==> src/hw/rtl/rust_comment_string_blanker_unit_macros.svh <==
// ----------------------------------------------------------------------------
// Assertion macros for the comment and string blanker
// Concurrent checks that compile away when SYNTH is defined.
// ----------------------------------------------------------------------------
`ifndef RUST_COMMENT_STRING_BLANKER_UNIT_MACROS_SVH
`define RUST_COMMENT_STRING_BLANKER_UNIT_MACROS_SVH

`ifndef SYNTH

// Same-cycle implication, held off during reset
`define RCSB_ASSERT_IMPL(label, clk, rst_n, ante, cons) \
    label: assert property (@(posedge clk) disable iff (!rst_n) (ante) |-> (cons)) \
        else $error("rcsb assertion failed");

// Next-cycle implication, held off during reset
`define RCSB_ASSERT_NEXT(label, clk, rst_n, ante, cons) \
    label: assert property (@(posedge clk) disable iff (!rst_n) (ante) |=> (cons)) \
        else $error("rcsb assertion failed");

`else

`define RCSB_ASSERT_IMPL(label, clk, rst_n, ante, cons)
`define RCSB_ASSERT_NEXT(label, clk, rst_n, ante, cons)

`endif

`endif

==> src/hw/rtl/rcsb_pkg.sv <==
// ----------------------------------------------------------------------------
// rcsb_pkg
// Shared types, constants and the unit classifier of the blanker.
// ----------------------------------------------------------------------------
`timescale 1ns / 1ps

package rcsb_pkg;

    localparam int MAX_HASHES_DEF = 32;
    localparam int UNIT_WIDTH_DEF = 16;
    localparam int UNIT_BITS      = 16;

    localparam logic [UNIT_BITS-1:0] CH_NL     = 16'h000A;
    localparam logic [UNIT_BITS-1:0] CH_SPACE  = 16'h0020;
    localparam logic [UNIT_BITS-1:0] CH_DQUOTE = 16'h0022;
    localparam logic [UNIT_BITS-1:0] CH_HASH   = 16'h0023;
    localparam logic [UNIT_BITS-1:0] CH_SQUOTE = 16'h0027;
    localparam logic [UNIT_BITS-1:0] CH_STAR   = 16'h002A;
    localparam logic [UNIT_BITS-1:0] CH_SLASH  = 16'h002F;
    localparam logic [UNIT_BITS-1:0] CH_BSLASH = 16'h005C;
    localparam logic [UNIT_BITS-1:0] CH_UNDER  = 16'h005F;
    localparam logic [UNIT_BITS-1:0] CH_LOW_B  = 16'h0062;
    localparam logic [UNIT_BITS-1:0] CH_LOW_R  = 16'h0072;
    localparam logic [UNIT_BITS-1:0] HI_SURR_LO = 16'hD800;
    localparam logic [UNIT_BITS-1:0] HI_SURR_HI = 16'hDBFF;
    localparam logic [UNIT_BITS-1:0] LO_SURR_LO = 16'hDC00;
    localparam logic [UNIT_BITS-1:0] LO_SURR_HI = 16'hDFFF;

    // Role of one code unit as the scanner sees it
    typedef enum logic [3:0] {
        CL_OTHER,
        CL_IDENT,
        CL_R,
        CL_B,
        CL_SLASH,
        CL_STAR,
        CL_DQUOTE,
        CL_SQUOTE,
        CL_BSLASH,
        CL_HASH,
        CL_NL,
        CL_HI_SURR,
        CL_LO_SURR
    } cls_t;

    // One classified unit as it travels from front to back
    typedef struct packed {
        logic [UNIT_BITS-1:0] unit;
        logic                 last;
        cls_t                 cls;
    } entry_t;

    function automatic cls_t classify(input logic [UNIT_BITS-1:0] u);
        cls_t c;
        c = CL_OTHER;
        priority if (u == CH_LOW_R)   c = CL_R;
        else if (u == CH_LOW_B)       c = CL_B;
        else if ((u >= 16'h0061 && u <= 16'h007A) || (u >= 16'h0041 && u <= 16'h005A) ||
                 (u >= 16'h0030 && u <= 16'h0039) || u == CH_UNDER)
            c = CL_IDENT;
        else if (u == CH_SLASH)       c = CL_SLASH;
        else if (u == CH_STAR)        c = CL_STAR;
        else if (u == CH_DQUOTE)      c = CL_DQUOTE;
        else if (u == CH_SQUOTE)      c = CL_SQUOTE;
        else if (u == CH_BSLASH)      c = CL_BSLASH;
        else if (u == CH_HASH)        c = CL_HASH;
        else if (u == CH_NL)          c = CL_NL;
        else if (u >= HI_SURR_LO && u <= HI_SURR_HI) c = CL_HI_SURR;
        else if (u >= LO_SURR_LO && u <= LO_SURR_HI) c = CL_LO_SURR;
        else                          c = CL_OTHER;
        return c;
    endfunction

    function automatic logic is_ident(input cls_t c);
        return (c == CL_IDENT) || (c == CL_R) || (c == CL_B);
    endfunction

endpackage

==> src/hw/rtl/rcsb_front.sv <==
// ----------------------------------------------------------------------------
// rcsb_front
// Accepts code units, masks and classifies them, and queues them for the
// scanner in a two-entry FIFO.
// ----------------------------------------------------------------------------
`timescale 1ns / 1ps

module rcsb_front #(
    parameter int UNIT_WIDTH = rcsb_pkg::UNIT_WIDTH_DEF
) (
    input  logic                               clk,
    input  logic                               rst_n,
    input  logic                               in_valid,
    output logic                               in_ready,
    input  logic [rcsb_pkg::UNIT_BITS-1:0]     code_unit,
    input  logic                               last_in,
    output logic                               q_valid,
    input  logic                               q_ready,
    output rcsb_pkg::entry_t                   q_entry
);

    localparam logic [rcsb_pkg::UNIT_BITS-1:0] UnitMask =
        rcsb_pkg::UNIT_BITS'((32'd1 << UNIT_WIDTH) - 32'd1);

    rcsb_pkg::entry_t fifo_reg [2];
    logic       wr_ptr_reg, wr_ptr_next;
    logic       rd_ptr_reg, rd_ptr_next;
    logic [1:0] fill_reg, fill_next;
    logic       push, pop;
    rcsb_pkg::entry_t new_entry;

    // Mask the unit and tag its role
    always_comb
    begin
        new_entry.unit = code_unit & UnitMask;
        new_entry.last = last_in;
        new_entry.cls  = rcsb_pkg::classify(code_unit & UnitMask);
    end

    assign in_ready = (fill_reg != 2'd2);
    assign q_valid  = (fill_reg != 2'd0);
    assign q_entry  = fifo_reg[rd_ptr_reg];
    assign push     = in_valid && in_ready;
    assign pop      = q_valid && q_ready;

    // Advance pointers and fill level
    always_comb
    begin
        wr_ptr_next = push ? ~wr_ptr_reg : wr_ptr_reg;
        rd_ptr_next = pop ? ~rd_ptr_reg : rd_ptr_reg;
        fill_next   = fill_reg + 2'(push) - 2'(pop);
    end

    always_ff @(posedge clk or negedge rst_n)
    begin
        if (!rst_n)
        begin
            wr_ptr_reg <= 1'b0;
            rd_ptr_reg <= 1'b0;
            fill_reg   <= 2'd0;
        end
        else
        begin
            wr_ptr_reg <= wr_ptr_next;
            rd_ptr_reg <= rd_ptr_next;
            fill_reg   <= fill_next;
        end
    end

    // Hold queued payload
    always_ff @(posedge clk)
    begin
        if (push)
        begin
            fifo_reg[wr_ptr_reg] <= new_entry;
        end
    end

endmodule

==> src/hw/rtl/rcsb_back.sv <==
// ----------------------------------------------------------------------------
// rcsb_back
// Lookahead buffer and scanner: decides each buffered unit, tracks comment
// and literal state, and drives the registered output transfer.
// ----------------------------------------------------------------------------
`timescale 1ns / 1ps
`include "rust_comment_string_blanker_unit_macros.svh"

module rcsb_back #(
    parameter int MAX_HASHES = rcsb_pkg::MAX_HASHES_DEF,
    parameter int UNIT_WIDTH = rcsb_pkg::UNIT_WIDTH_DEF
) (
    input  logic                            clk,
    input  logic                            rst_n,
    input  logic                            q_valid,
    output logic                            q_ready,
    input  rcsb_pkg::entry_t                q_entry,
    output logic                            out_valid,
    input  logic                            out_ready,
    output logic [rcsb_pkg::UNIT_BITS-1:0]  out_unit,
    output logic                            last_out,
    output logic                            hash_overflow
);

    localparam int BufSize = MAX_HASHES + 3;
    localparam int AW      = $clog2(BufSize);
    localparam int SW      = AW + 1;
    localparam int CW      = $clog2(BufSize + 1);
    localparam int HW      = $clog2(MAX_HASHES + 2);

    typedef enum logic [2:0] {
        S_IDLE, S_RUN, S_HEAD, S_FETCH, S_EVAL, S_GRD, S_GOUT
    } state_t;

    typedef enum logic [2:0] {
        M_NORMAL, M_LINE, M_BLOCK, M_STRING, M_RAW
    } mode_t;

    typedef enum logic [1:0] {
        PC_NONE, PC_SLASH, PC_STAR
    } pair_t;

    typedef enum logic [2:0] {
        K_SLASH, K_B, K_Q1, K_Q2, K_RAW
    } kind_t;

    // Lookahead memory
    logic [UNIT_WIDTH-1:0] buf_unit [BufSize];
    rcsb_pkg::cls_t        buf_cls  [BufSize];
    logic                  mem_we, rd_en;
    logic [AW-1:0]         wr_addr, rd_addr;
    logic [UNIT_WIDTH-1:0] rd_unit_reg;
    rcsb_pkg::cls_t        rd_cls_reg;

    state_t           state_reg, state_next;
    logic [AW-1:0]    head_reg, head_next;
    logic [CW-1:0]    count_reg, count_next;
    logic             final_reg, final_next;
    mode_t            mode_reg, mode_next;
    logic             quote_reg, quote_next;
    logic             esc_reg, esc_next;
    logic [7:0]       depth_reg, depth_next;
    pair_t            pc_reg, pc_next;
    logic [HW-1:0]    target_reg, target_next;
    logic [HW-1:0]    seen_reg, seen_next;
    logic             prev_ident_reg, prev_ident_next;
    kind_t            kind_reg, kind_next;
    logic [CW-1:0]    idx_reg, idx_next;
    logic [HW-1:0]    h_reg, h_next;
    logic             n1hi_reg, n1hi_next;
    logic             present_reg, present_next;
    logic [CW-1:0]    len_reg, len_next;
    logic             blank_reg, blank_next;
    logic             ovf_reg, ovf_next;
    logic             out_valid_reg, out_valid_next;
    logic [rcsb_pkg::UNIT_BITS-1:0] out_unit_reg, out_unit_next;
    logic             out_last_reg, out_last_next;
    logic             out_ovf_reg, out_ovf_next;

    logic             out_free;
    logic             prefix;
    logic [7:0]       depth_dec;
    logic [HW-1:0]    seen_inc;
    logic [HW-1:0]    h_inc;
    logic [rcsb_pkg::UNIT_BITS-1:0] rd_wide;
    logic [rcsb_pkg::UNIT_BITS-1:0] rd_blank;

    function automatic logic [AW-1:0] wrap_add(input logic [AW-1:0] base,
                                               input logic [CW-1:0] off);
        logic [SW-1:0] s;
        s = SW'(base) + SW'(off);
        if (s >= SW'(BufSize))
        begin
            s = s - SW'(BufSize);
        end
        return s[AW-1:0];
    endfunction

    assign out_free  = !out_valid_reg || out_ready;
    assign prefix    = !prev_ident_reg;
    assign depth_dec = (depth_reg != 8'd0) ? depth_reg - 8'd1 : depth_reg;
    assign seen_inc  = seen_reg + HW'(1);
    assign h_inc     = h_reg + HW'(1);
    assign rd_wide   = rcsb_pkg::UNIT_BITS'(rd_unit_reg);
    assign rd_blank  = (rd_cls_reg == rcsb_pkg::CL_NL) ? rd_wide : rcsb_pkg::CH_SPACE;

    assign q_ready       = (state_reg == S_IDLE);
    assign out_valid     = out_valid_reg;
    assign out_unit      = out_unit_reg;
    assign last_out      = out_last_reg;
    assign hash_overflow = out_ovf_reg;

    // Scanner next state
    always_comb
    begin
        state_next      = state_reg;
        head_next       = head_reg;
        count_next      = count_reg;
        final_next      = final_reg;
        mode_next       = mode_reg;
        quote_next      = quote_reg;
        esc_next        = esc_reg;
        depth_next      = depth_reg;
        pc_next         = pc_reg;
        target_next     = target_reg;
        seen_next       = seen_reg;
        prev_ident_next = prev_ident_reg;
        kind_next       = kind_reg;
        idx_next        = idx_reg;
        h_next          = h_reg;
        n1hi_next       = n1hi_reg;
        present_next    = present_reg;
        len_next        = len_reg;
        blank_next      = blank_reg;
        ovf_next        = ovf_reg;
        out_valid_next  = out_valid_reg && !out_ready;
        out_unit_next   = out_unit_reg;
        out_last_next   = out_last_reg;
        out_ovf_next    = out_ovf_reg;
        mem_we          = 1'b0;
        wr_addr         = wrap_add(head_reg, count_reg);
        rd_en           = 1'b0;
        rd_addr         = head_reg;

        unique case (state_reg)
            // Take the next unit into the lookahead buffer
            S_IDLE:
            begin
                if (q_valid)
                begin
                    mem_we     = 1'b1;
                    count_next = count_reg + CW'(1);
                    final_next = q_entry.last;
                    state_next = S_RUN;
                end
            end

            // Read the front unit, or finish the step
            S_RUN:
            begin
                if (count_reg == '0)
                begin
                    if (final_reg)
                    begin
                        mode_next       = M_NORMAL;
                        quote_next      = 1'b0;
                        esc_next        = 1'b0;
                        depth_next      = 8'd0;
                        pc_next         = PC_NONE;
                        target_next     = '0;
                        seen_next       = '0;
                        prev_ident_next = 1'b0;
                        final_next      = 1'b0;
                    end
                    state_next = S_IDLE;
                end
                else
                begin
                    rd_en      = 1'b1;
                    state_next = S_HEAD;
                end
            end

            // Decide the front unit
            S_HEAD:
            begin
                if (mode_reg == M_NORMAL)
                begin
                    idx_next   = CW'(1);
                    h_next     = '0;
                    len_next   = CW'(1);
                    blank_next = 1'b0;
                    ovf_next   = 1'b0;
                    state_next = S_GRD;
                    priority if (rd_cls_reg == rcsb_pkg::CL_SLASH)
                    begin
                        kind_next  = K_SLASH;
                        state_next = S_FETCH;
                    end
                    else if (rd_cls_reg == rcsb_pkg::CL_DQUOTE)
                    begin
                        mode_next  = M_STRING;
                        quote_next = 1'b0;
                        esc_next   = 1'b0;
                        blank_next = 1'b1;
                    end
                    else if (rd_cls_reg == rcsb_pkg::CL_R && prefix)
                    begin
                        kind_next  = K_RAW;
                        state_next = S_FETCH;
                    end
                    else if (rd_cls_reg == rcsb_pkg::CL_B && prefix)
                    begin
                        kind_next  = K_B;
                        state_next = S_FETCH;
                    end
                    else if (rd_cls_reg == rcsb_pkg::CL_SQUOTE)
                    begin
                        kind_next  = K_Q1;
                        state_next = S_FETCH;
                    end
                end
                else if (mode_reg == M_LINE && rd_cls_reg == rcsb_pkg::CL_NL)
                begin
                    // newline ends the comment and is decided again as text
                    mode_next = M_NORMAL;
                end
                else if (out_free)
                begin
                    unique case (mode_reg)
                        M_BLOCK:
                        begin
                            if (pc_reg == PC_SLASH && rd_cls_reg == rcsb_pkg::CL_STAR)
                            begin
                                if (depth_reg != 8'd255)
                                begin
                                    depth_next = depth_reg + 8'd1;
                                end
                                pc_next = PC_NONE;
                            end
                            else if (pc_reg == PC_STAR && rd_cls_reg == rcsb_pkg::CL_SLASH)
                            begin
                                pc_next    = PC_NONE;
                                depth_next = depth_dec;
                                if (depth_dec == 8'd0)
                                begin
                                    mode_next = M_NORMAL;
                                end
                            end
                            else if (rd_cls_reg == rcsb_pkg::CL_SLASH)
                            begin
                                pc_next = PC_SLASH;
                            end
                            else if (rd_cls_reg == rcsb_pkg::CL_STAR)
                            begin
                                pc_next = PC_STAR;
                            end
                            else
                            begin
                                pc_next = PC_NONE;
                            end
                        end
                        M_STRING:
                        begin
                            if (esc_reg)
                            begin
                                esc_next = 1'b0;
                            end
                            else if (rd_cls_reg == rcsb_pkg::CL_BSLASH)
                            begin
                                esc_next = 1'b1;
                            end
                            else if (rd_cls_reg == (quote_reg ? rcsb_pkg::CL_SQUOTE
                                                              : rcsb_pkg::CL_DQUOTE))
                            begin
                                mode_next = M_NORMAL;
                            end
                        end
                        M_RAW:
                        begin
                            if (rd_cls_reg == rcsb_pkg::CL_DQUOTE)
                            begin
                                esc_next  = 1'b1;
                                seen_next = '0;
                                if (target_reg == '0)
                                begin
                                    mode_next = M_NORMAL;
                                    esc_next  = 1'b0;
                                end
                            end
                            else if (rd_cls_reg == rcsb_pkg::CL_HASH && esc_reg)
                            begin
                                seen_next = seen_inc;
                                if (seen_inc >= target_reg)
                                begin
                                    mode_next = M_NORMAL;
                                    esc_next  = 1'b0;
                                    seen_next = '0;
                                end
                            end
                            else
                            begin
                                esc_next = 1'b0;
                            end
                        end
                        default:
                        begin
                            // line comment body
                            mode_next = mode_reg;
                        end
                    endcase
                    out_valid_next  = 1'b1;
                    out_unit_next   = rd_blank;
                    out_last_next   = final_reg && (count_reg == CW'(1));
                    out_ovf_next    = 1'b0;
                    prev_ident_next = rcsb_pkg::is_ident(rd_cls_reg);
                    head_next       = wrap_add(head_reg, CW'(1));
                    count_next      = count_reg - CW'(1);
                    state_next      = S_RUN;
                end
            end

            // Read one lookahead unit, if it has arrived
            S_FETCH:
            begin
                rd_addr      = wrap_add(head_reg, idx_reg);
                present_next = (idx_reg < count_reg);
                rd_en        = (idx_reg < count_reg);
                state_next   = S_EVAL;
            end

            // Judge the lookahead unit
            S_EVAL:
            begin
                len_next   = CW'(1);
                blank_next = 1'b0;
                ovf_next   = 1'b0;
                state_next = S_GRD;
                unique case (kind_reg)
                    K_SLASH:
                    begin
                        if (!present_reg)
                        begin
                            state_next = final_reg ? S_GRD : S_IDLE;
                        end
                        else if (rd_cls_reg == rcsb_pkg::CL_SLASH)
                        begin
                            mode_next  = M_LINE;
                            len_next   = CW'(2);
                            blank_next = 1'b1;
                        end
                        else if (rd_cls_reg == rcsb_pkg::CL_STAR)
                        begin
                            mode_next  = M_BLOCK;
                            depth_next = 8'd1;
                            pc_next    = PC_NONE;
                            len_next   = CW'(2);
                            blank_next = 1'b1;
                        end
                    end
                    K_B:
                    begin
                        if (!present_reg)
                        begin
                            state_next = final_reg ? S_GRD : S_IDLE;
                        end
                        else if (rd_cls_reg == rcsb_pkg::CL_DQUOTE ||
                                 rd_cls_reg == rcsb_pkg::CL_SQUOTE)
                        begin
                            mode_next  = M_STRING;
                            quote_next = (rd_cls_reg == rcsb_pkg::CL_SQUOTE);
                            esc_next   = 1'b0;
                            len_next   = CW'(2);
                            blank_next = 1'b1;
                        end
                        else if (rd_cls_reg == rcsb_pkg::CL_R)
                        begin
                            kind_next  = K_RAW;
                            idx_next   = CW'(2);
                            h_next     = '0;
                            state_next = S_FETCH;
                        end
                    end
                    K_Q1:
                    begin
                        if (present_reg && rd_cls_reg == rcsb_pkg::CL_BSLASH)
                        begin
                            mode_next  = M_STRING;
                            quote_next = 1'b1;
                            esc_next   = 1'b0;
                            blank_next = 1'b1;
                        end
                        else if (count_reg < CW'(3) && !final_reg)
                        begin
                            state_next = S_IDLE;
                        end
                        else
                        begin
                            n1hi_next  = present_reg && (rd_cls_reg == rcsb_pkg::CL_HI_SURR);
                            kind_next  = K_Q2;
                            idx_next   = CW'(2);
                            state_next = S_FETCH;
                        end
                    end
                    K_Q2:
                    begin
                        if (present_reg && (rd_cls_reg == rcsb_pkg::CL_SQUOTE ||
                            (n1hi_reg && rd_cls_reg == rcsb_pkg::CL_LO_SURR)))
                        begin
                            mode_next  = M_STRING;
                            quote_next = 1'b1;
                            esc_next   = 1'b0;
                            blank_next = 1'b1;
                        end
                    end
                    default:
                    begin
                        // raw prefix: count hashes up to the opening quote
                        if (!present_reg)
                        begin
                            state_next = final_reg ? S_GRD : S_IDLE;
                        end
                        else if (rd_cls_reg == rcsb_pkg::CL_HASH)
                        begin
                            if (h_inc > HW'(MAX_HASHES))
                            begin
                                ovf_next = 1'b1;
                            end
                            else
                            begin
                                h_next     = h_inc;
                                idx_next   = idx_reg + CW'(1);
                                state_next = S_FETCH;
                            end
                        end
                        else if (rd_cls_reg == rcsb_pkg::CL_DQUOTE)
                        begin
                            mode_next   = M_RAW;
                            target_next = h_reg;
                            seen_next   = '0;
                            esc_next    = 1'b0;
                            len_next    = idx_reg + CW'(1);
                            blank_next  = 1'b1;
                        end
                    end
                endcase
            end

            // Read the next unit of a decided group
            S_GRD:
            begin
                rd_en      = 1'b1;
                state_next = S_GOUT;
            end

            // Drop the front unit into the output register
            default:
            begin
                if (out_free)
                begin
                    out_valid_next  = 1'b1;
                    out_unit_next   = blank_reg ? rd_blank : rd_wide;
                    out_last_next   = final_reg && (count_reg == CW'(1));
                    out_ovf_next    = ovf_reg;
                    prev_ident_next = rcsb_pkg::is_ident(rd_cls_reg);
                    head_next       = wrap_add(head_reg, CW'(1));
                    count_next      = count_reg - CW'(1);
                    len_next        = len_reg - CW'(1);
                    state_next      = (len_reg == CW'(1)) ? S_RUN : S_GRD;
                end
            end
        endcase
    end

    // Hold scanner state and the output register
    always_ff @(posedge clk or negedge rst_n)
    begin
        if (!rst_n)
        begin
            state_reg      <= S_IDLE;
            head_reg       <= '0;
            count_reg      <= '0;
            final_reg      <= 1'b0;
            mode_reg       <= M_NORMAL;
            quote_reg      <= 1'b0;
            esc_reg        <= 1'b0;
            depth_reg      <= 8'd0;
            pc_reg         <= PC_NONE;
            target_reg     <= '0;
            seen_reg       <= '0;
            prev_ident_reg <= 1'b0;
            kind_reg       <= K_SLASH;
            idx_reg        <= '0;
            h_reg          <= '0;
            n1hi_reg       <= 1'b0;
            present_reg    <= 1'b0;
            len_reg        <= '0;
            blank_reg      <= 1'b0;
            ovf_reg        <= 1'b0;
            out_valid_reg  <= 1'b0;
        end
        else
        begin
            state_reg      <= state_next;
            head_reg       <= head_next;
            count_reg      <= count_next;
            final_reg      <= final_next;
            mode_reg       <= mode_next;
            quote_reg      <= quote_next;
            esc_reg        <= esc_next;
            depth_reg      <= depth_next;
            pc_reg         <= pc_next;
            target_reg     <= target_next;
            seen_reg       <= seen_next;
            prev_ident_reg <= prev_ident_next;
            kind_reg       <= kind_next;
            idx_reg        <= idx_next;
            h_reg          <= h_next;
            n1hi_reg       <= n1hi_next;
            present_reg    <= present_next;
            len_reg        <= len_next;
            blank_reg      <= blank_next;
            ovf_reg        <= ovf_next;
            out_valid_reg  <= out_valid_next;
        end
    end

    // Output payload
    always_ff @(posedge clk)
    begin
        out_unit_reg <= out_unit_next;
        out_last_reg <= out_last_next;
        out_ovf_reg  <= out_ovf_next;
    end

    // Lookahead memory: one write, one registered read
    always_ff @(posedge clk)
    begin
        if (mem_we)
        begin
            buf_unit[wr_addr] <= q_entry.unit[UNIT_WIDTH-1:0];
            buf_cls[wr_addr]  <= q_entry.cls;
        end
        if (rd_en)
        begin
            rd_unit_reg <= buf_unit[rd_addr];
            rd_cls_reg  <= buf_cls[rd_addr];
        end
    end

    `RCSB_ASSERT_IMPL(a_count_bound, clk, rst_n, 1'b1, count_reg <= CW'(BufSize))
    `RCSB_ASSERT_IMPL(a_depth_text, clk, rst_n, mode_reg == M_NORMAL, depth_reg == 8'd0)
    `RCSB_ASSERT_IMPL(a_raw_seen, clk, rst_n, mode_reg == M_RAW, (seen_reg < target_reg) || (seen_reg == '0))
    `RCSB_ASSERT_NEXT(a_end_clear, clk, rst_n, (state_reg == S_RUN) && (count_reg == '0) && final_reg, (mode_reg == M_NORMAL) && !prev_ident_reg && !final_reg)

endmodule

==> src/hw/rtl/rust_comment_string_blanker_unit.sv <==
// Blanks comments and literals in a stream of Rust source code units: every
// unit comes back once, in order, as itself or as a space (newlines kept).
// Each accepted unit goes through a two-entry input queue into a lookahead
// buffer of MAX_HASHES+3 entries, and a scanner with one read port on that
// buffer decides it. A plain unit that needs no lookahead is written to the
// buffer, read, decided, read again and registered at the output, and the
// scanner passes its run state before it takes the next unit. A unit inside
// a comment or literal skips the second read. Each further unit a decision
// must inspect (comment openers, quotes, byte and raw prefixes with their
// hash run) adds a fetch and an evaluation step. Units held for lookahead
// are released in a burst once decided. A stalled output holds the scanner.
// last_in drains the buffer and returns the scanner to its reset state.
`timescale 1ns / 1ps

// ----------------------------------------------------------------------------
// rust_comment_string_blanker_unit
// Top level: input queue and classifier, lookahead scanner, output register.
// ----------------------------------------------------------------------------
module rust_comment_string_blanker_unit #(
    parameter int MAX_HASHES = rcsb_pkg::MAX_HASHES_DEF,
    parameter int UNIT_WIDTH = rcsb_pkg::UNIT_WIDTH_DEF
) (
    input  logic                            clk,
    input  logic                            rst_n,
    input  logic                            in_valid,
    output logic                            in_ready,
    input  logic [rcsb_pkg::UNIT_BITS-1:0]  code_unit,
    input  logic                            last_in,
    output logic                            out_valid,
    input  logic                            out_ready,
    output logic [rcsb_pkg::UNIT_BITS-1:0]  out_unit,
    output logic                            last_out,
    output logic                            hash_overflow
);

    logic             q_valid;
    logic             q_ready;
    rcsb_pkg::entry_t q_entry;

    // Accept and classify
    rcsb_front #(
        .UNIT_WIDTH (UNIT_WIDTH)
    ) u_front (
        .clk       (clk),
        .rst_n     (rst_n),
        .in_valid  (in_valid),
        .in_ready  (in_ready),
        .code_unit (code_unit),
        .last_in   (last_in),
        .q_valid   (q_valid),
        .q_ready   (q_ready),
        .q_entry   (q_entry)
    );

    // Scan and transfer results
    rcsb_back #(
        .MAX_HASHES (MAX_HASHES),
        .UNIT_WIDTH (UNIT_WIDTH)
    ) u_back (
        .clk           (clk),
        .rst_n         (rst_n),
        .q_valid       (q_valid),
        .q_ready       (q_ready),
        .q_entry       (q_entry),
        .out_valid     (out_valid),
        .out_ready     (out_ready),
        .out_unit      (out_unit),
        .last_out      (last_out),
        .hash_overflow (hash_overflow)
    );

endmodule
==> config.mk <==
export PLATFORM = sky130hd
export DESIGN_NAME = rust_comment_string_blanker_unit
export DESIGN_NICKNAME = d
export VERILOG_FILES = /design/src/hw/rtl/rcsb_pkg.sv /design/src/hw/rtl/rcsb_front.sv /design/src/hw/rtl/rcsb_back.sv /design/src/hw/rtl/rust_comment_string_blanker_unit.sv
export VERILOG_INCLUDE_DIRS = /design/src /design/src/hw/rtl
export SDC_FILE = /design/constraint.sdc
export NUM_CORES = 1
export LEC_CHECK = 0
export BUFFER_PORTS_ARGS = -buffer_cell sky130_fd_sc_hd__buf_4
export CAP_MARGIN = 5
export CORE_ASPECT_RATIO = 1.75
export CORE_UTILIZATION = 40
export DETAILED_ROUTE_END_ITERATION = 8
export HOLD_SLACK_MARGIN = 0.05
export REMOVE_ABC_BUFFERS = 1
export SLEW_MARGIN = 20
export SYNTH_ARGS = -nofsm -noshare
export SYNTH_HDL_FRONTEND = slang
export SYNTH_HIERARCHICAL = 1
export SYNTH_SLANG_ARGS = --single-unit
==> constraint.sdc <==
create_clock -name clk -period 12.84 [get_ports clk]
set_clock_uncertainty 0.05 [all_clocks]
set_input_delay 0 -clock clk [delete_from_list [all_inputs] [get_ports clk]]
set_output_delay 0 -clock clk [all_outputs]
set_load 0.05 [all_outputs]
# Word level (Yosys, flattened, before mapping)
# Memory sizes are Yosys's and may differ from the RTL's. A register that Yosys moved wholly into a read port is not among the register bits.
# Index checks and enable logic that the tools add are counted.
[totals]
ramBits = 742
regBits = 92
latchBits = 0
input_bits = 21
rom_bits = 0
word_cells = 510
out_inout_bits = 20
n_memories = 3
[op_classes]
reduce_logical = 75
magnitude_cmp = 17
n_addsub = 16
shifts = 0
bitwise = 8
multipliers = 0
n_div = 0
n_eq_ne = 105
muxes = 259
[mem_list]
columns = ["name", "words", "width", "rd", "rd_clocked_by_memory_dff", "write_ports", "line", "text"]
rows = [
  ["u_back.buf_unit", 35, 16, 1, 1, 1, "rcsb_back.sv:48", "logic [UNIT_WIDTH-1:0] buf_unit [BufSize];"],
  ["u_back.buf_cls", 35, 4, 1, 1, 1, "rcsb_back.sv:49", "rcsb_pkg::cls_t buf_cls [BufSize];"],
  ["u_front.fifo_reg", 2, 21, 1, 0, 1, "rcsb_front.sv:25", "rcsb_pkg::entry_t fifo_reg [2];"],
]
[op_table]
columns = ["cell", "n"]
rows = [
  ["6-bit 2-to-1 mux", 51],
  ["3-bit 2-to-1 mux", 58],
  ["8-bit 2-to-1 mux", 14],
  ["16-bit 2-to-1 mux", 6],
  ["6-bit one-hot mux with 3 select lines", 5],
  ["16-bit by 6-bit equality test with 1-bit output, second input constant", 5],
  ["1-bit 2-to-1 mux", 66],
  ["16-bit by 7-bit equality test with 1-bit output, second input constant", 4],
  ["6-bit one-hot mux with 2 select lines", 5],
  ["4-bit 2-to-1 mux", 12],
  ["2-bit 2-to-1 mux", 18],
  ["11-bit AND reduction", 3],
  ["16-bit >= comparator, second input constant", 2],
  ["16-bit by 7-bit >= comparator with 1-bit output, second input constant", 2],
  ["16-bit <= comparator, second input constant", 2],
  ["16-bit by 7-bit <= comparator with 1-bit output, second input constant", 2],
  ["16-bit one-hot mux with 2 select lines", 1],
  ["3-bit by 2-bit inequality test with 1-bit output, second input constant", 9],
  ["3-bit inequality test, second input constant", 9],
  ["2-bit inequality test, second input constant", 13],
  ["25-bit AND reduction", 1],
  ["6-bit by 1-bit adder with 6-bit output, second input constant", 4],
  ["3-bit one-hot mux with 4 select lines", 2],
  ["8-bit one-hot mux with 3 select lines", 1],
  ["other kinds (73)", 185],
]

# Longest topological paths before layout
[logic_depth]
word_depth = 14
ltp_mapped = 16
mapped_depth_nobuf = 13

# Cells and area by module
# Netlist, hierarchy kept.
[modules_own_cells]
columns = ["mod", "n_inst", "area_per_inst_um2", "cells_each", "seq_area_each_um2"]
rows = [
  ["rcsb_back", 1, 35401.5, 2541, 23912.9],
  ["rcsb_front", 1, 2053.2, 133, 1361.3],
]

# Least setup slack after synthesis
# No wires, ideal clock.
[synth_path]
path_type = "register -> register"
from = "register u_back.count_reg[0]"
to = "memory u_back/buf_cls[19][0] in the netlist's numbering, enable pin"
slack_ns = 8.682
setup_ns = 0.397
n_path_buf = 1
t_arrival_ns = 3.711
period_less_slack_ns = 4.158
required_ns = 12.393
path_stages_with_launch = 14
path_cell_list = "dfrtp_1 -> ha_1 -> inv_1 -> fa_1 -> xnor2_1 -> a21oi_1 -> nand2_1 -> nor3_1 -> o21ai_0 -> clkbuf_1 -> xnor2_1 -> nor2_1 -> nand2_1 -> nor2_1"
[synth_via]
elab_chain_cells = 3
elab_cells_between_ends = 4
cone_classes = "add/sub: 2; order compare: 1; mux: 1"
[synth_rtl]
columns = ["element", "line", "text"]
rows = [
  ["start, declared", "rcsb_back.sv:57", "logic [CW-1:0] count_reg, count_next;"],
  ["start signal, assigned", "rcsb_back.sv:506", "count_reg <= count_next;"],
  ["6-bit by 6-bit adder with 7-bit output (*)", "rcsb_back.sv:91", "s = SW'(base) + SW'(off);"],
  ["6-bit subtractor / 7-bit by 6-bit >= comparator with 1-bit output (equally long branches)", "rcsb_back.sv:94, rcsb_back.sv:92", ""],
  ["6-bit 2-to-1 mux (*)", "rcsb_back.sv:92", "if (s >= SW'(BufSize))"],
  ["end, declared", "rcsb_back.sv:49", ""],
]
# Mark *: on every way between the ends. The rest lies on a longest branch, timed or not.

# Worst setup path after layout
[layout_path]
from = "register u_back.head_reg[4]"
to = "register u_back.rd_unit_reg[12] (read register of u_back.buf_unit), data pin"
[layout_via]
elab_chain_cells = 4
elab_cells_between_ends = 5
cone_classes = "add/sub: 2; order compare: 1; mux: 2"
[layout_rtl]
columns = ["element", "line", "text"]
rows = [
  ["start, declared", "rcsb_back.sv:56", "logic [AW-1:0] head_reg, head_next;"],
  ["start signal, assigned", "rcsb_back.sv:505", "head_reg <= head_next;"],
  ["6-bit by 6-bit adder with 7-bit output", "rcsb_back.sv:91", ""],
  ["6-bit subtractor / 7-bit by 6-bit >= comparator with 1-bit output (equally long branches)", "rcsb_back.sv:94, rcsb_back.sv:92", ""],
  ["6-bit 2-to-1 mux", "rcsb_back.sv:92", ""],
  ["6-bit 2-to-1 mux (*)", "rcsb_back.sv:145", "unique case (state_reg)"],
  ["end, declared", "rcsb_back.sv:52", "logic [UNIT_WIDTH-1:0] rd_unit_reg;"],
]
# Marked as above.
# A chain may end at the register's enable or synchronous reset.

==> run summary <==
Synth area leader -> edfxtp_1
DRT iter0 DRCs -> 2046
Hold_buf cts -> 35
Share of layout cells above drive strength 1 -> 15.7%
Post-Layout Inst Area -> 42100 um^2
Clk sinks -> 854
Worst Reg-to-Reg Cells -> 12
CP max-delay cell -> buf_4
# nets final -> 2796
Vias in the first global route -> 23070
TritonRoute pass-1 iters -> 7
Cell area after placement -> 39200 um^2
Netlist cell types -> 92
Area contributors post-synth -> edfxtp_1, mux2i_1, mux2_2, dfrtp_1, nand2_1
CP max FO -> 127
CTS H-tree lvls -> 3
Hold Violations, Final -> 0
Placed Cells -> 3816
WL met2 -> 55.6 mm
Most numerous cell in the Yosys netlist -> edfxtp_1
Max-Cap Viols -> 0
Top cells by count, synth -> edfxtp_1, nand2_1, mux2i_1
Initial Util -> 40.3%
Pwr dens -> 266 nW/um^2
Antenna violations before repair -> 1
R2R Setup Slk -> 6.74 ns
Overflow after GRT -> 0
Critical path cell sequence -> ha_1, nor2b_1, a221o_1, a211o_1, o311a_1, o311ai_4, buf_12, buf_4, mux2_2, o211ai_1, a31oi_1, or4_1
Outcome -> finished with violations
Critical Path End Type -> flip-flop
Pin count of the biggest net entering global routing -> 158
Avg WL per Cell -> 25.6 um
Fill cells -> 8238
Core Region -> 93000 um^2
Port Buffers -> 40
Final WL -> 102 mm
Leak Pwr -> 14.3 nW
First-pass GRT wire length -> 149 mm
# resized after CTS -> 0
Clock Latency Late Sink -> 0.67 ns
CP arrival -> 6.44 ns
Clock Tree Buf Depth -> 3
FF-to-FF Start -> u_back/head_reg[4]$_DFFE_PN0P_
Io pins -> 41
GRT Util Overall -> 21.7%
HPWL Detailed -> 65.8 mm
DRT met1 WL -> 36.6 mm
Worst hold-check path type -> input port to flip-flop
Post-synthesis instance total -> 2674
Req. time, crit path -> 13.18 ns
Tcrit/Tclk final -> 47.5%
VDD IR max -> 0.202 mV
DRC viols -> 28
Avg Vias per Cell -> 5.72
Final setup violation count -> 0
Top sig layer -> met5
Number of synthesized register bits -> 854
Mapped cell area -> 37500 um^2
EDFF count, synth -> 780
Post-route ant nets -> 0
Site Rows -> 148
Async SR Flop Fraction -> 8.67%
Synth warn -> 6
Critical setup path kind -> flip-flop to flip-flop
Postcts setup bufs -> 0
Worst-path clk slew -> 0.07 ns
Max reg flops -> 560
Area growth syn-to-layout -> 12.4%
DP Worst Slack -> 6.70 ns
Final std cells w/o fill -> 3992
Total die area -> 94900 um^2
Failing checks -> design-rule violations
Hold EP -> u_front/fifo_reg[1][7]$_DFFE_PP_
Clk root buf -> clkbuf_16
Die Span Y -> 407 um
Syn_area_per_cell -> 14.0 um^2
Max transition margin -> 19.3%
Setup slack after layout -> 6.74 ns
Pwr Total -> 11.2 mW
Unrepaired setup endpoints after global routing -> false
Met3 WL -> 4.59 mm
R2r endpoint -> u_back/rd_unit_reg[12]$_DFFE_PP_
Hold path depth -> 2
Synth top area share -> 62.5%
Period minus WS final -> 6.10 ns
Sequential area share after synthesis -> 67.5%
TritonCTS clock tree -> done
Ys flop type -> edfxtp_1
Vias -> 22847
Crit path launch type -> flip-flop
Fmax -> 164 MHz
Hold Crit Start -> code_unit[2]
Slowest stage delay, CP -> 0.96 ns
Max Slew Vio Count -> 0
DIE WIDTH -> 233 um
Gpl congestion -> 0.896
Worst-Margin Slew -> 1.20 ns
CTS buffer count -> 77
==> final cells by class <==
type                    count  area (um^2)  share of cell area (%)
clock inverters            42          454                    1.08
inverters                  33          124                   0.294
flip-flops and latches    854        25300                    60.0
clock buffers              94         2050                    4.88
well taps                1200         1500                    3.57
repair buffers            128         1090                    2.60
multi-input cells        1639        11600                    27.5
diodes                      2         5.00                  0.0119
==> layer usage <==
layer | vias up | global-route usage, %
met5 | - | 0
met4 | 2 | 11.8
met3 | 185 | 2.92
met2 | 742 | 40.8
met1 | 11562 | 22.9
li1 | 10356 | -
==> metrics by stage <==
step	hold slack [ns]	TNS, ns	utilization [%]
2_1_floorplan	-0.346	-468.54	-
3_3_place_gp	-0.236	0	42.1
3_5_place_dp	-0.238	0	42.2
4_1_cts	0.0534	0	45.2
5_1_grt	0.102	0	45.3
6_report	0.102	0	45.3
==> report_power, final <==
part	switching (mW)	leakage (nW)	internal (mW)
clock	1.03	1.20	1.31
combinational	3.36	5.10	1.58
sequential	0.252	8.01	3.68
total	4.65	14.3	6.57
==> critical path, delay by kind of cell, from the launching register on <==
kind / cells / cell delay, ns
AOI/OAI and AO/OA: 6 / 1.82
buffers and inverters: 2 / 1.60
and+or+nand+nor: 2 / 0.84
DFF: 1 / 0.62
muxes: 1 / 0.42
adders and majority gates: 1 / 0.39
==> kinds of logic after synthesis <==
kind of cell | after synthesis | synth area share (%)
flip-flops | 854 | 67.5
AND/OR/NAND/NOR | 641 | 8.13
AO/OA/AOI/OAI | 536 | 9.22
multiplexers | 375 | 10.6
buffers and inverters | 181 | 2.04
XOR/XNOR | 45 | 1.05
adder cells (fa/ha/maj) | 42 | 1.44
==> worst max path at each step <==
stage                                        start                                to  slack [ns]  cells after the start
floorplan           u_back/head_reg[0]$_DFFE_PN0P_    u_back/rd_cls_reg[0]$_DFFE_PP_      -23.43                     12
CTS                 u_back/head_reg[4]$_DFFE_PN0P_    u_back/rd_cls_reg[1]$_DFFE_PP_        6.72                     12
global route        u_back/head_reg[4]$_DFFE_PN0P_    u_back/rd_cls_reg[1]$_DFFE_PP_        6.49                     12
detailed placement  u_back/head_reg[4]$_DFFE_PN0P_    u_back/rd_cls_reg[0]$_DFFE_PP_        6.70                     12
global placement    u_back/head_reg[4]$_DFFE_PN0P_    u_back/rd_cls_reg[2]$_DFFE_PP_        6.72                     12
finish              u_back/head_reg[4]$_DFFE_PN0P_  u_back/rd_unit_reg[12]$_DFFE_PP_        6.74                     12
==> cells in the final DEF (no fill, tap or decap), types with 14 or more instances in the layout <==
| cell type | Yosys | routed |
|---|---|---|
| o21ai_0 | 145 | 143 |
| xnor2_1 | 33 | 33 |
| a31oi_1 | 29 | 27 |
| clkbuf_16 | 0 | 80 |
| clkbuf_1 | 92 | 14 |
| nor2_1 | 143 | 108 |
| buf_4 | 4 | 88 |
| nand3_1 | 37 | 36 |
| o22ai_1 | 45 | 45 |
| clkinv_1 | 1 | 17 |
| mux2i_1 | 192 | 192 |
| a21oi_1 | 92 | 92 |
| nand4_1 | 19 | 19 |
| and2_1 | 26 | 26 |
| nor2_2 | 1 | 30 |
| dlygate4sd3_1 | 0 | 36 |
| nand2b_1 | 21 | 21 |
| or4_1 | 20 | 20 |
| inv_1 | 32 | 32 |
| nand2_1 | 260 | 259 |
| mux2_2 | 170 | 170 |
| dfrtp_1 | 74 | 73 |
| nor3_1 | 27 | 27 |
| edfxtp_1 | 780 | 780 |
| nor2b_1 | 21 | 21 |
| ha_1 | 40 | 40 |
| o211ai_1 | 103 | 103 |
(Power assumes the default switching activity.)
